==> config.mk <==
export PLATFORM = sky130hd
export DESIGN_NAME = stepper_jog_position_controller_top
export DESIGN_NICKNAME = d
export VERILOG_FILES = /design/src/sjpc_pkg.sv /design/src/sjpc_step_logic.sv /design/src/stepper_jog_position_controller_top.sv
export SDC_FILE = /design/constraint.sdc
export NUM_CORES = 1
export LEC_CHECK = 0
export ABC_AREA = 1
export ABC_CLOCK_PERIOD_IN_PS = 11400
export BUFFER_PORTS_ARGS = -buffer_cell sky130_fd_sc_hd__buf_2
export CAP_MARGIN = 25
export CORE_ASPECT_RATIO = 1.4
export CORE_MARGIN = 1
export CORE_UTILIZATION = 45
export CTS_CLUSTER_DIAMETER = 120
export CTS_CLUSTER_SIZE = 20
export DETAILED_ROUTE_END_ITERATION = 10
export PLACE_DENSITY = 0.69
export SETUP_SLACK_MARGIN = 0.1
export SLEW_MARGIN = 20
export SYNTH_ARGS = -nofsm -noshare
export SYNTH_HDL_FRONTEND = slang
export SYNTH_SLANG_ARGS = --single-unit
==> constraint.sdc <==
create_clock -name clock -period 11.4 [get_ports clock]
set_clock_uncertainty 0.1 [all_clocks]
set_input_delay 0.57 -clock clock [delete_from_list [all_inputs] [get_ports clock]]
set_output_delay 0.57 -clock clock [all_outputs]
set_load 0.02 [all_outputs]
==> src/sjpc_pkg.sv <==
// Package for the stepper jog position controller.
// Holds the transaction, state and configuration types, operation codes and reset constants.
// No dependencies.
package sjpc_pkg;

   localparam int unsigned MaxPosWidth   = 15;
   localparam int unsigned IntervalWidth = 8;
   localparam int unsigned MsWidth       = 9;
   localparam int unsigned PosWidth      = 16;
   localparam int unsigned HomeWidth     = 15;

   localparam logic [MaxPosWidth-1:0]   MAX_POSITION_RESET = 15'd5900;
   localparam logic [IntervalWidth-1:0] SAMPLE_INTERVAL_RESET = 8'd50;
   localparam logic [MsWidth-1:0]       MS_MAX = 9'd511;
   localparam logic [HomeWidth-1:0]     HOME_MAX = 15'h7FFF;
   localparam logic signed [PosWidth-1:0] POS_MAX = 16'sh7FFF;
   localparam logic signed [PosWidth-1:0] POS_MIN = 16'sh8000;

   typedef enum logic [1:0] {
      OP_STEP = 2'd0,
      OP_JOG  = 2'd1,
      OP_HOME = 2'd2,
      OP_TICK = 2'd3
   } op_type;

   typedef enum logic {
      CSR_MAX_POSITION       = 1'b0,
      CSR_SAMPLE_INTERVAL_MS = 1'b1
   } csr_index_type;

   typedef struct packed {
      logic [1:0]        op;
      logic signed [7:0] jog_steps;
      logic              endstop_level;
   } req_item_type;

   typedef struct packed {
      logic                       step_pulse;
      logic                       step_up;
      logic                       coils_off;
      logic signed [PosWidth-1:0] position;
      logic                       endstop_hit;
      logic                       homing_active;
   } rsp_item_type;

   typedef struct packed {
      logic signed [PosWidth-1:0] pending_steps;
      logic signed [PosWidth-1:0] abs_position;
      logic                       endstop_sampled;
      logic [MsWidth-1:0]         ms_since_sample;
      logic                       homing_mode;
      logic [HomeWidth-1:0]       home_count;
   } state_type;

   typedef struct packed {
      logic [MaxPosWidth-1:0]   max_position;
      logic [IntervalWidth-1:0] sample_interval_ms;
   } cfg_type;

endpackage

==> src/sjpc_step_logic.sv <==
// Next-state and result logic for one transaction of the stepper jog position controller.
// Purely combinational; depends on sjpc_pkg.
module sjpc_step_logic (
   input  sjpc_pkg::req_item_type item,
   input  sjpc_pkg::state_type    cur,
   input  sjpc_pkg::cfg_type      cfg,
   output sjpc_pkg::state_type    nxt,
   output sjpc_pkg::rsp_item_type result
);
   import sjpc_pkg::*;

   logic signed [PosWidth:0]   jog_sum;
   logic signed [PosWidth-1:0] pend;
   logic                       done;
   logic                       pulse;
   logic                       up;
   logic                       off;

   always_comb begin
      nxt     = cur;
      done    = 1'b0;
      pulse   = 1'b0;
      up      = 1'b0;
      off     = 1'b0;
      pend    = cur.pending_steps;
      jog_sum = {cur.pending_steps[PosWidth-1], cur.pending_steps}
              + {{(PosWidth-7){item.jog_steps[7]}}, item.jog_steps};
      case (op_type'(item.op))
         OP_TICK: begin
            if (cur.ms_since_sample != MS_MAX) begin
               nxt.ms_since_sample = cur.ms_since_sample + 1'b1;
            end
         end
         OP_JOG: begin
            if (!cur.homing_mode) begin
               if (jog_sum[PosWidth] != jog_sum[PosWidth-1]) begin
                  nxt.pending_steps = jog_sum[PosWidth] ? POS_MIN : POS_MAX;
               end else begin
                  nxt.pending_steps = jog_sum[PosWidth-1:0];
               end
            end
         end
         OP_HOME: begin
            nxt.homing_mode   = 1'b1;
            nxt.home_count    = '0;
            nxt.pending_steps = '0;
         end
         default: begin
            if (cur.ms_since_sample > {1'b0, cfg.sample_interval_ms}) begin
               nxt.endstop_sampled = !item.endstop_level;
               nxt.ms_since_sample = '0;
            end
            if (cur.homing_mode) begin
               if (!nxt.endstop_sampled) begin
                  pulse = 1'b1;
                  done  = 1'b1;
                  if (cur.home_count != HOME_MAX) begin
                     nxt.home_count = cur.home_count + 1'b1;
                  end
               end else begin
                  nxt.homing_mode  = 1'b0;
                  pend             = $signed({1'b0, cur.home_count});
                  nxt.home_count   = '0;
                  nxt.abs_position = '0;
               end
            end
            if (!done) begin
               if (nxt.endstop_sampled && pend < 0) begin
                  pend = '0;
               end
               if (nxt.abs_position >= $signed({1'b0, cfg.max_position}) && pend > 0) begin
                  pend = '0;
               end
               if (pend != 0) begin
                  pulse = 1'b1;
                  if (pend > 0) begin
                     up   = 1'b1;
                     pend = pend - 16'sd1;
                     if (nxt.abs_position != POS_MAX) begin
                        nxt.abs_position = nxt.abs_position + 16'sd1;
                     end
                  end else begin
                     pend = pend + 16'sd1;
                     if (nxt.abs_position != POS_MIN) begin
                        nxt.abs_position = nxt.abs_position - 16'sd1;
                     end
                  end
               end else begin
                  off = 1'b1;
               end
               nxt.pending_steps = pend;
            end
         end
      endcase
      result.step_pulse    = pulse;
      result.step_up       = up;
      result.coils_off     = off;
      result.position      = nxt.abs_position;
      result.endstop_hit   = nxt.endstop_sampled;
      result.homing_active = nxt.homing_mode;
   end

endmodule

==> src/stepper_jog_position_controller_top.sv <==
// Top level of the stepper jog position controller.
// Input register, state and configuration registers, result register; uses sjpc_pkg and
// sjpc_step_logic.
//
// One transaction per cycle, back to back, unless rsp_stall backs up the result register: a
// request is registered, worked out by a single pass of next-state logic against the controller
// state and written to the result register once that register can take it. The
// result register is refilled as it drains; req_stall rises only when both registers are full
// and rsp_stall is high. Configuration writes are always taken (csr_ready is high) and belong
// to idle periods. After reset the controller is homing and max_position is 5900, the endstop
// sample interval 50 ms.
module stepper_jog_position_controller_top (
   input  logic                   clock,
   input  logic                   reset,
   input  logic                   req_valid,
   output logic                   req_stall,
   input  sjpc_pkg::req_item_type req_item,
   output logic                   rsp_valid,
   input  logic                   rsp_stall,
   output sjpc_pkg::rsp_item_type rsp_item,
   input  logic                   csr_valid,
   output logic                   csr_ready,
   input  logic                   csr_index,
   input  logic [14:0]            csr_data
);
   import sjpc_pkg::*;

   req_item_type in_item_ff;
   logic         in_valid_ff;
   logic         in_valid_in;
   rsp_item_type out_item_ff;
   logic         out_valid_ff;
   state_type    state_ff;
   state_type    state_in;
   cfg_type      cfg_ff;
   rsp_item_type result;
   logic         advance;
   logic         accept;

   assign advance   = in_valid_ff && (!out_valid_ff || !rsp_stall);
   assign req_stall = in_valid_ff && !advance;
   assign accept    = req_valid && !req_stall;
   assign in_valid_in = accept || (in_valid_ff && !advance);
   assign csr_ready = 1'b1;
   assign rsp_valid = out_valid_ff;
   assign rsp_item  = out_item_ff;

   sjpc_step_logic u_step (
      .item   (in_item_ff),
      .cur    (state_ff),
      .cfg    (cfg_ff),
      .nxt    (state_in),
      .result (result)
   );

   always_ff @(posedge clock) begin
      if (reset) begin
         in_valid_ff  <= 1'b0;
         out_valid_ff <= 1'b0;
         state_ff     <= '{pending_steps: '0, abs_position: '0, endstop_sampled: 1'b0,
                           ms_since_sample: '0, homing_mode: 1'b1, home_count: '0};
         cfg_ff       <= '{max_position: MAX_POSITION_RESET,
                           sample_interval_ms: SAMPLE_INTERVAL_RESET};
      end else begin
         in_valid_ff <= in_valid_in;
         if (advance) begin
            out_valid_ff <= 1'b1;
            state_ff     <= state_in;
         end else if (!rsp_stall) begin
            out_valid_ff <= 1'b0;
         end
         if (csr_valid && csr_ready) begin
            case (csr_index_type'(csr_index))
               CSR_MAX_POSITION:       cfg_ff.max_position       <= csr_data;
               CSR_SAMPLE_INTERVAL_MS: cfg_ff.sample_interval_ms <= csr_data[IntervalWidth-1:0];
               default:                cfg_ff                    <= cfg_ff;
            endcase
         end
      end
   end

   always_ff @(posedge clock) begin
      if (accept) begin
         in_item_ff <= req_item;
      end
      if (advance) begin
         out_item_ff <= result;
      end
   end

endmodule

Word level (Yosys, flattened, before mapping)
Index checks and enable logic that the tools add are counted.
Widths: inputs -> output; s select.
- input bits: 32
- word-level logic and storage cells: 115
- output and inout port bits: 24
- bits in registers: 115
- order comparisons: 5
- reductions and logical operators: 26
- mux-type cells: 41
- eq/ne operators: 12
- bitwise operators: 5
- add/sub/neg operators: 7
- operators with widths (cell ; number):
    $mux 16 ; 22
    $pmux 16 s3 ; 1
    $add 16x2->16 const B ; 2
    $gt 16x1->1 const B ; 2
    $mux 32 ; 1
    $ne 16x16->1 const B ; 2
    $pmux 16 s2 ; 1
    $reduce_bool 32->1 ; 1
    $sub 16x2->16 const B ; 2
    $mux 15 ; 2
    $mux 10 ; 2
    $pmux 9 s2 ; 1
    $add 16x8->17 ; 1
    $mux 17 ; 1
    $ge 16x16->1 ; 1
    $lt 16x1->1 const B ; 1
    $add 15x1->15 const B ; 1
    $ne 15x15->1 const B ; 1
    $reduce_and 4->1 ; 3
    $add 9x1->9 const B ; 1
    $gt 9x8->1 ; 1
    $mux 1 ; 9
    $mux 9 ; 1
    $ne 9x9->1 const B ; 1
    other kinds (17) ; 35

Longest topological paths before layout
Gate-level depths: netlist of run 1.
- depth after elaboration: 21
- depth in mapped cells: 53
- mapped depth without buffers: 51

Modules after synthesis
A second synthesis of run 1 with hierarchy kept.
- cell total of the unflattened synthesis: 1514
- area, all modules: 9756.9 sq um
- by module, submodules not included (module ; cells an instance ; sequential area each (sq um) ; area an instance (sq um) ; times used):
    sjpc_step_logic ; 980 ; 0.0 ; 5305.1 ; 1
    stepper_jog_position_controller_top ; 534 ; 2622.5 ; 4451.8 ; 1

Worst setup path after synthesis of run 1
Ideal clock, no wire load.
- kind: register -> register
- start: reg state_ff[22] (netlist bit)
- end: reg state_ff[56] (netlist bit)
- library setup time: 0.109 ns
- required time: 11.191 ns
- path slack: 5.503 ns
- arrival time: 5.688 ns
- period minus slack after synthesis: 5.897 ns
- cell stages (with the launch flop): 49
- buffers on the path: 2
- cells stage by stage: dfxtp_1 ha_1 nand2_1 nor2_2 nand3b_1 nand3_2 nand2_2 nand2_4 nand3_4 buf_4 nand2_1 inv_1 ha_1 nand2_1 o21ai_0 nand4_1 nand3_1 nand2_1 [13 not listed] ha_1 inv_1 nor4_1 nand2_1 nand2_1 nand2_1 nand2_1 a21o_1 a21oi_1 o21bai_1 a21oi_1 nor2_1 nor2_1 xor2_1 nand3_1 nand3_1 nand2_1 inv_1
- longest elaborated chain between the ends: 21
- elaborated cells on any way between the ends: 33
- classes of those cells: add/sub: 2; order compare: 5; eq/ne: 1; mux: 21; reduce/logical: 4
- RTL lines (what ; RTL line ; text):
    from (decl) ; stepper_jog_position_controller_top.sv:33 ; state_type state_ff;
    from (signal assigned) ; stepper_jog_position_controller_top.sv:60 ; state_ff <= '{pending_steps: '0, abs_position: '0, endstop_sampled: 1'b0,
    from (signal assigned) ; stepper_jog_position_controller_top.sv:68 ; state_ff <= state_in;
    $gt 9x8->1 (*) ; sjpc_step_logic.sv:49 ; if (cur.ms_since_sample > {1'b0, cfg.sample_interval_ms}) begin
    $mux 10 (*) ; sjpc_step_logic.sv:49 ;
    $mux 10 (*) ; sjpc_step_logic.sv:28 ; case (op_type'(item.op))
    $mux 16 ; sjpc_step_logic.sv:54 ; if (!nxt.endstop_sampled) begin
    $mux 16 ; sjpc_step_logic.sv:53 ; if (cur.homing_mode) begin
    $mux 16 ; sjpc_step_logic.sv:28 ;
    $lt 16x1->1 ; sjpc_step_logic.sv:68 ; if (nxt.endstop_sampled && pend < 0) begin
    $logic_and 1x1->1 ; sjpc_step_logic.sv:68 ;
    [5 not listed] ; - ;
    $mux 16 ; sjpc_step_logic.sv:71 ; if (nxt.abs_position >= $signed({1'b0, cfg.max_position}) && pend > 0) begin
    $mux 16 ; sjpc_step_logic.sv:67 ; if (!done) begin
    $mux 16 ; sjpc_step_logic.sv:28 ;
    $add 16x2->16, or another cell as far along ; sjpc_step_logic.sv:83 ; pend = pend + 16'sd1;
    $mux 16 ; sjpc_step_logic.sv:76 ; if (pend > 0) begin
    $mux 16 ; sjpc_step_logic.sv:74 ; if (pend != 0) begin
    $mux 32 ; sjpc_step_logic.sv:67 ;
    $pmux 16 s3 ; sjpc_step_logic.sv:28 ;
Every way passes the cells marked *; elsewhere a longest branch is shown, timed or not. The select of a mux whose other input is x is not followed.
A chain may end at the register's enable or synchronous reset.

Final worst setup path of run 1
- start: reg cfg_ff[4] (netlist bit)
- end: reg state_ff[56] (netlist bit)
- longest elaborated chain between the ends: 21
- elaborated cells on any way between the ends: 33
- classes of those cells: add/sub: 2; order compare: 5; eq/ne: 1; mux: 21; reduce/logical: 4
- RTL lines (what ; RTL line ; text):
    from (decl) ; stepper_jog_position_controller_top.sv:35 ; cfg_type cfg_ff;
    from (signal assigned) ; stepper_jog_position_controller_top.sv:62 ; cfg_ff <= '{max_position: MAX_POSITION_RESET,
    from (signal assigned) ; stepper_jog_position_controller_top.sv:76 ; default: cfg_ff <= cfg_ff;
    $gt 9x8->1 (*) ; sjpc_step_logic.sv:49 ;
    $mux 10 (*) ; sjpc_step_logic.sv:49 ;
    $mux 10 (*) ; sjpc_step_logic.sv:28 ;
    $mux 16 ; sjpc_step_logic.sv:54 ;
    $mux 16 ; sjpc_step_logic.sv:53 ;
    $mux 16 ; sjpc_step_logic.sv:28 ;
    $lt 16x1->1 ; sjpc_step_logic.sv:68 ;
    $logic_and 1x1->1 ; sjpc_step_logic.sv:68 ;
    [5 not listed] ; - ;
    $mux 16 ; sjpc_step_logic.sv:71 ;
    $mux 16 ; sjpc_step_logic.sv:67 ;
    $mux 16 ; sjpc_step_logic.sv:28 ;
    $add 16x2->16, or another cell as far along ; sjpc_step_logic.sv:83 ;
    $mux 16 ; sjpc_step_logic.sv:76 ;
    $mux 16 ; sjpc_step_logic.sv:74 ;
    $mux 32 ; sjpc_step_logic.sv:67 ;
    $pmux 16 s3 ; sjpc_step_logic.sv:28 ;
Marks and branches as above.

==> results of run 1 <==
[cells by family after synthesis]
group           synth area share
simple gates               0.326
buf+inv                    0.102
compound gates             0.124
flops                      0.304
fa+ha+maj                 0.0973
xor+xnor                  0.0446
other cells             0.000434
mux                      0.00116
[layout by cell type, fill, tap and decap left out, types with 6 or more instances in the layout]
cell,instances
nand3_1,112
clkbuf_16,18
xnor2_1,9
nor2_1,126
inv_1,181
o211ai_1,10
nand2_1,318
xor2_1,35
edfxtp_1,32
a211oi_1,6
o21ai_1,8
nor3_1,30
dfxtp_1,83
nand4_1,28
o21ai_0,56
ha_1,64
buf_2,54
a21oi_1,100
[cell usage after synthesis (4+ instances only)]
| cell type | count |
|---|---|
| a211oi_1 | 6 |
| a21oi_1 | 101 |
| buf_2 | 6 |
| buf_4 | 5 |
| clkbuf_1 | 25 |
| dfxtp_1 | 83 |
| edfxtp_1 | 32 |
| ha_1 | 64 |
| inv_1 | 181 |
| nand2_1 | 318 |
| nand2_2 | 5 |
| nand2_4 | 4 |
| nand3_1 | 112 |
| nand4_1 | 28 |
| nor2_1 | 127 |
| nor3_1 | 30 |
| o211ai_1 | 10 |
| o21ai_0 | 56 |
| o21ai_1 | 8 |
| or2_2 | 5 |
| xnor2_1 | 9 |
| xor2_1 | 35 |
[state kept, by name, indices dropped and copies added, names as in the netlist]
signal and count:
rsp_valid 1, rsp_item 21, in_valid_ff 1, in_item_ff 11, state_ff 58, cfg_ff 23
[stage by stage]
| step | setup slack [ns] | utilization |
|---|---|---|
| floorplan | 5.50 | - |
| global placement | 4.31 | 0.484 |
| detailed placement | 4.16 | 0.484 |
| CTS | 4.15 | 0.515 |
| global route | 3.25 | 0.517 |
| finish | 4.12 | 0.517 |
[worst paths after layout]
kind / slack (ns) / end / from
setup / recovery: 4.12 / state_ff[56]$_SDFFE_PP0P_ / cfg_ff[4]$_SDFFE_PP1P_
hold / removal: 0.21 / in_item_ff[9]$_DFFE_PP_ / req_item[9]
setup reg to reg: 4.12 / state_ff[56]$_SDFFE_PP0P_ / cfg_ff[4]$_SDFFE_PP1P_
hold reg to reg: 0.37 / cfg_ff[9]$_SDFFE_PP0P_ / cfg_ff[9]$_SDFFE_PP0P_
[routing by layer]
layer / GRT usage / routed length, um
met1: 0.268 / 9710
met2: 0.480 / 13000
met3: 0.0347 / 732
met4: 0.168 / 1430
met5: 0 / 0
[power by group through the flow]
stage | clock network, mW | registers [mW] | logic, mW
2_1_floorplan | 0 | 0.472 | 0.364
3_3_place_gp | 0 | 0.471 | 0.473
3_5_place_dp | 0 | 0.472 | 0.475
4_1_cts | 0.534 | 0.463 | 0.478
5_1_grt | 0.555 | 0.466 | 0.541
6_report | 0.529 | 0.463 | 0.485
[layout make-up]
class,count,area (um^2),share of cell area
clock buffers,19,454,0.0471
clock inverters,13,124,0.0128
inverters,184,693,0.0719
multi-input cells,954,5140,0.533
flip-flops and latches,115,2620,0.272
well taps,244,305,0.0316
repair buffers,56,305,0.0316
[worst max-delay path, delay by kind of cell, from the launching register on]
kind	cells	cell delay, ns
flip-flops	1	0.31
AO/OA/AOI/OAI	8	1.06
XOR/XNOR	1	0.14
buffers and inverters	5	0.62
adder cells (fa/ha/maj)	3	1.06
AND/OR/NAND/NOR	30	3.87
==> results by group, run 1 <==
Clock tree
  – Post-CTS Resized: 0
  – Clock slew at reported path FFs: 0.06 ns
  – CTS Root Cell: clkbuf_16
  – Clock sink count: 115
  – TritonCTS buffer count: 17
  – Clock tree buffer depth: 2
  – Clock Latency Late Sink: 0.43 ns
  – H-Tree Depth: 4
  – CTS Hold Bufs: 0
  – Post-CTS Setup Bufs: 0
  – CTS tree: built

Power
  – Power, Total: around 1.5 mW
  – Power Internal: slightly above 0.9 mW
  – Worst ir drop on vdd: just over 0.1 mV
  – Switching share of total power: 0.381
  – P per Cell Area: 153 mW/mm^2
  – Comb power frac: 0.328
  – Psw: between 0.5 and 0.6 mW
  – Sequential share of power: 0.314
  – Leak: ~4.8 nW
  – Clock power share: 0.358

Die
  – Die Ht: 166 um
  – Core area: 0.0187 mm^2
  – I/O pin count: 56
  – Die Wd: 119 um
  – Starting Density: 0.463
  – Row cnt: 59
  – Die area: 0.0198 mm^2

Cells and area
  – Layout cells sized above 1: 0.0880
  – Antenna diode count: 0
  – Layout Cells excl Fill: 1585
  – Nets: between 1000 and 1500
  – Filler instances: between 1500 and 2000
  – P&R area growth vs syn: 11.7%
  – Fin area: 0.00965 mm^2

Drt
  – Vias: 8473
  – Iteration-0 DRC Markers: 622
  – Antenna-violating nets left: 0
  – First-pass DRT Iterations: 5
  – DR vias/cell: 5.35
  – Drt wl/cell: 15.7 um
  – Drt drc: 0
  – Final WL: approximately 25000 um

Timing
  – Final hold violation count: 0
  – Fin Setup TNS: 0 ns
  – Hold Slack: 0.212 ns
  – Final setup fails: 0
  – Slew HR: 0.360
  – RSZ-0062 raised after global routing: false
  – Post-layout min period: 7.28 ns
  – Worst slew pin tran: approximately 0.96 ns
  – Fmax: 137 MHz
  – Final worst path period share: 0.639
  – Slew Viols, Final: 0

Placed design
  – Post-DP HPWL: approximately 19000 um
  – Buffers on Ports: 54
  – Post-Place Cells: between 1500 and 2000
  – Placed Area: 0.00904 mm^2
  – Placer Congestion: 0.982

Synthesis
  – YS warnings: 0
  – Seq/Total Area, Yosys: 0.304
  – Synth top area share: 0.192
  – Post-synth top area cell: dfxtp_1
  – Predominant post-synthesis flop cell: dfxtp_1
  – Number of synthesized flops with an enable pin: 32
  – Mapped Nets: between 1000 and 1500
  – Post-synthesis cell area: 0.00864 mm^2
  – Top post-synthesis cells by area: dfxtp_1 19%, nand2_1 14%, edfxtp_1 11%, ha_1 9.3%, inv_1 7.9%
  – Synth Instances: around 1300
  – Synth cell types: 49
  – Mapped Avg Cell Area: 6.68 um^2
  – Async SR Flop Fraction: 0
  – Seq cells post-synth: 115

Flow run
  – MaxCap Viol Count: 0

Critical path
  – Setup crit start kind: flip-flop
  – Critical Path Max Stage Delay: ~0.46 ns
  – CP max FO: 33
  – Worst path required time: around 12 ns
  – Endpoint type of the worst setup path: flip-flop
  – Reg2Reg Depth: 47
  – Data arrival, critical path: 7.51 ns
  – Worst setup path class: reg -> reg
  – Most frequent CP cell: nand2_1
  – Slowest CP cell: ha_1

GRT
  – Largest net degree at the start of global routing: 51
  – First-pass GRT wire length: 40200 um
  – GRT Util Overall: 0.259
  – Grt ovf: 0
  – Initial antenna violation count: 0
  – Vias in the first global route: about 8000

Hold path
  – Tightest Hold Check Type: in -> reg
  – Hold Path Depth: 1

Outcome
  – Status: finished clean
(Power assumes the default switching activity.)
==> inputs of run 2 (changes only) <==
ABC_CLOCK_PERIOD_IN_PS = 6150   (was 11400)
PLACE_DENSITY = 0.72   (was 0.69)
clock period = 6.15 ns   (was 11.4 ns; I/O delays follow)
==> run 2 against run 1 <==
Largest power group is now combinational logic. Critical path type unchanged. Sequential share of layout area decreased by 2.3 points. Cell area increased by 9.5%. Setup slack got worse by 4.1 ns. Critical endpoint unchanged. Flip-flop and latch count unchanged. Non-clock buffer count increased by 49.
==> results by group, run 2 (same netlist as run 1, synthesis figures left out) <==
Clock tree
  – CTS Root Cell: clkbuf_16
  – Clock tree buffer depth: 2
  – Clock slew at reported path FFs: 0.06 ns
  – Clock sink count: 115
  – CTS tree: built
  – TritonCTS buffer count: 17
  – H-Tree Depth: 4
  – Clock Latency Late Sink: 0.44 ns

Cells and area
  – Core Util, Final: 0.566
  – Fin area: 0.0106 mm^2
  – Most frequent cells in the layout: 304 x nand2_1, 162 x inv_1, 123 x nor2_1
  – Layout cells sized above 1: 0.165
  – Largest register FFs: 58
  – Antenna diode count: 0
  – Most common cell after layout, fill and taps aside: nand2_1
  – Top reg by flops: state_ff
  – P&R area growth vs syn: 22.3%
  – Nets: ~1500

Drt
  – Vias: 8883
  – Final WL: 26600 um
  – Antenna-violating nets left: 0
  – Drt wl/cell: 16.3 um
  – Iteration-0 DRC Markers: 855
  – Drt drc: 0
  – DR vias/cell: 5.43
  – First-pass DRT Iterations: 5

Critical path
  – Setup crit start kind: flip-flop
  – Critical Path Max Stage Delay: roughly 0.34 ns
  – CP max FO: 8
  – Reg2Reg Depth: 49
  – CP Depth: 49
  – Worst path required time: 6.38 ns
  – WP buf/inv: 7
  – Most frequent CP cell: nand2_1
  – Endpoint type of the worst setup path: flip-flop
  – Worst setup path class: reg -> reg
  – Largest delay share family, worst path: simple AND/OR/NAND/NOR gates
  – Slowest CP cell: dfxtp_1
  – Data arrival, critical path: 6.32 ns

Flow run
  – MaxCap Viol Count: 0

GRT
  – GRT Util Overall: 0.269
  – First-pass GRT wire length: between 40000 and 50000 um
  – Initial antenna violation count: 0
  – Grt ovf: 0
  – Vias in the first global route: around 8600
  – Largest net degree at the start of global routing: between 50 and 60

Timing
  – Final worst path period share: 0.990
  – Slew Viols, Final: 0
  – Final setup fails: 0
  – Fmax: 164 MHz
  – RSZ-0062 raised after global routing: true
  – Worst slew pin tran: between 0.9 and 1 ns
  – Final hold violation count: 0
  – Post-layout min period: 6.09 ns
  – Slew HR: 0.399

Die
  – Core area: 0.0187 mm^2
  – Starting Density: 0.463
  – Die Ht: between 150 and 200 um
  – Die area: 0.0198 mm^2
  – Row cnt: 59
  – Die Wd: 119 um
  – I/O pin count: 56

Power
  – Psw: 1.13 mW
  – Sequential share of power: 0.288
  – Clock power share: 0.354
  – P per Cell Area: 283 mW/mm^2
  – Switching share of total power: 0.377
  – Power Internal: 1.86 mW
  – Leak: 5.07 nW
  – Comb power frac: 0.358
  – Worst ir drop on vdd: 0.205 mV

Hold path
  – Tightest Hold Check Type: in -> reg
  – Hold Path Depth: 2

Placed design
  – Placed Area: 0.00922 mm^2
  – Post-DP HPWL: 18900 um
  – Buffers on Ports: 54
  – Placer Congestion: 0.976

Outcome
  – Status: finished clean
run 2: changes by cell type in the layout (fill, tap and decap cells not counted), moves of 9 or more:
cell / previous run / this run
inv_1: 181 / 162
inv_2: 2 / 15
ha_1: 64 / 45
dlygate4sd3_1: 0 / 14
nand2_2: 5 / 14
nand2_1: 318 / 304
buf_4: 1 / 31
ha_4: 0 / 19
run 2: what timing repair did:
action | CTS | global route
endpoints found under the setup margin | 1 | 9
cloned | 0 | 1
gates resized for setup | 15 | 95
setup buffers | 5 | 10
hold buffers | 14 | 0
pin swaps | 4 | 40
endpoints found under the hold margin | 14 | 0
run 2: area by class of cell:
type,instances,area [um^2]
Fill cell,1718,8110
Sequential cell,115,2640
Timing Repair Buffer,105,739
Clock buffer,22,518
Tap cell,244,305
Clock inverter,10,108
Inverter,184,709
Multi-Input combinational cell,955,5550
run 2: final timing paths:
check                                                from                   endpoint  slack [ns]
worst max-delay path               cfg_ff[5]$_SDFFE_PP1P_  state_ff[56]$_SDFFE_PP0P_        0.06
worst min-delay path                            req_valid     in_valid_ff$_SDFF_PP0_       0.004
worst max register to register     cfg_ff[5]$_SDFFE_PP1P_  state_ff[56]$_SDFFE_PP0P_        0.06
worst min register to register  state_ff[14]$_SDFFE_PP0P_  state_ff[14]$_SDFFE_PP0P_        0.39
run 2: metrics by stage:
step / instances / setup TNS, ns / power, mW / setup WS, ns / hold WS [ns]
after floorplan: 1293 / 0 / 1.55 / 0.253 / 0.306
after global placement: 1572 / 0 / 1.77 / 0.261 / 0.348
after detailed placement: 1573 / 0 / 1.78 / 0.0606 / 0.354
after CTS: 1624 / 0 / 2.87 / 0.108 / 0.00142
after global routing: 1635 / -0.429 / 3.14 / -0.331 / 0.0135
final: 1635 / 0 / 2.99 / 0.0594 / 0.00404
run 2: power groups by stage:
stage	registers, mW	logic [mW]	clock network [mW]
after floorplan	0.875	0.675	0
after global placement	0.874	0.892	0
after detailed placement	0.874	0.905	0
after CTS	0.858	0.950	1.06
after global routing	0.864	1.18	1.09
final	0.861	1.07	1.06
run 2: layer usage:
metal	vias up	part of all wire	track usage
met5	-	0	0
li1	4394	-	-
met3	93	0.037	0.0326
met1	4104	0.39	0.289
met4	0	0.059	0.187
met2	292	0.52	0.483
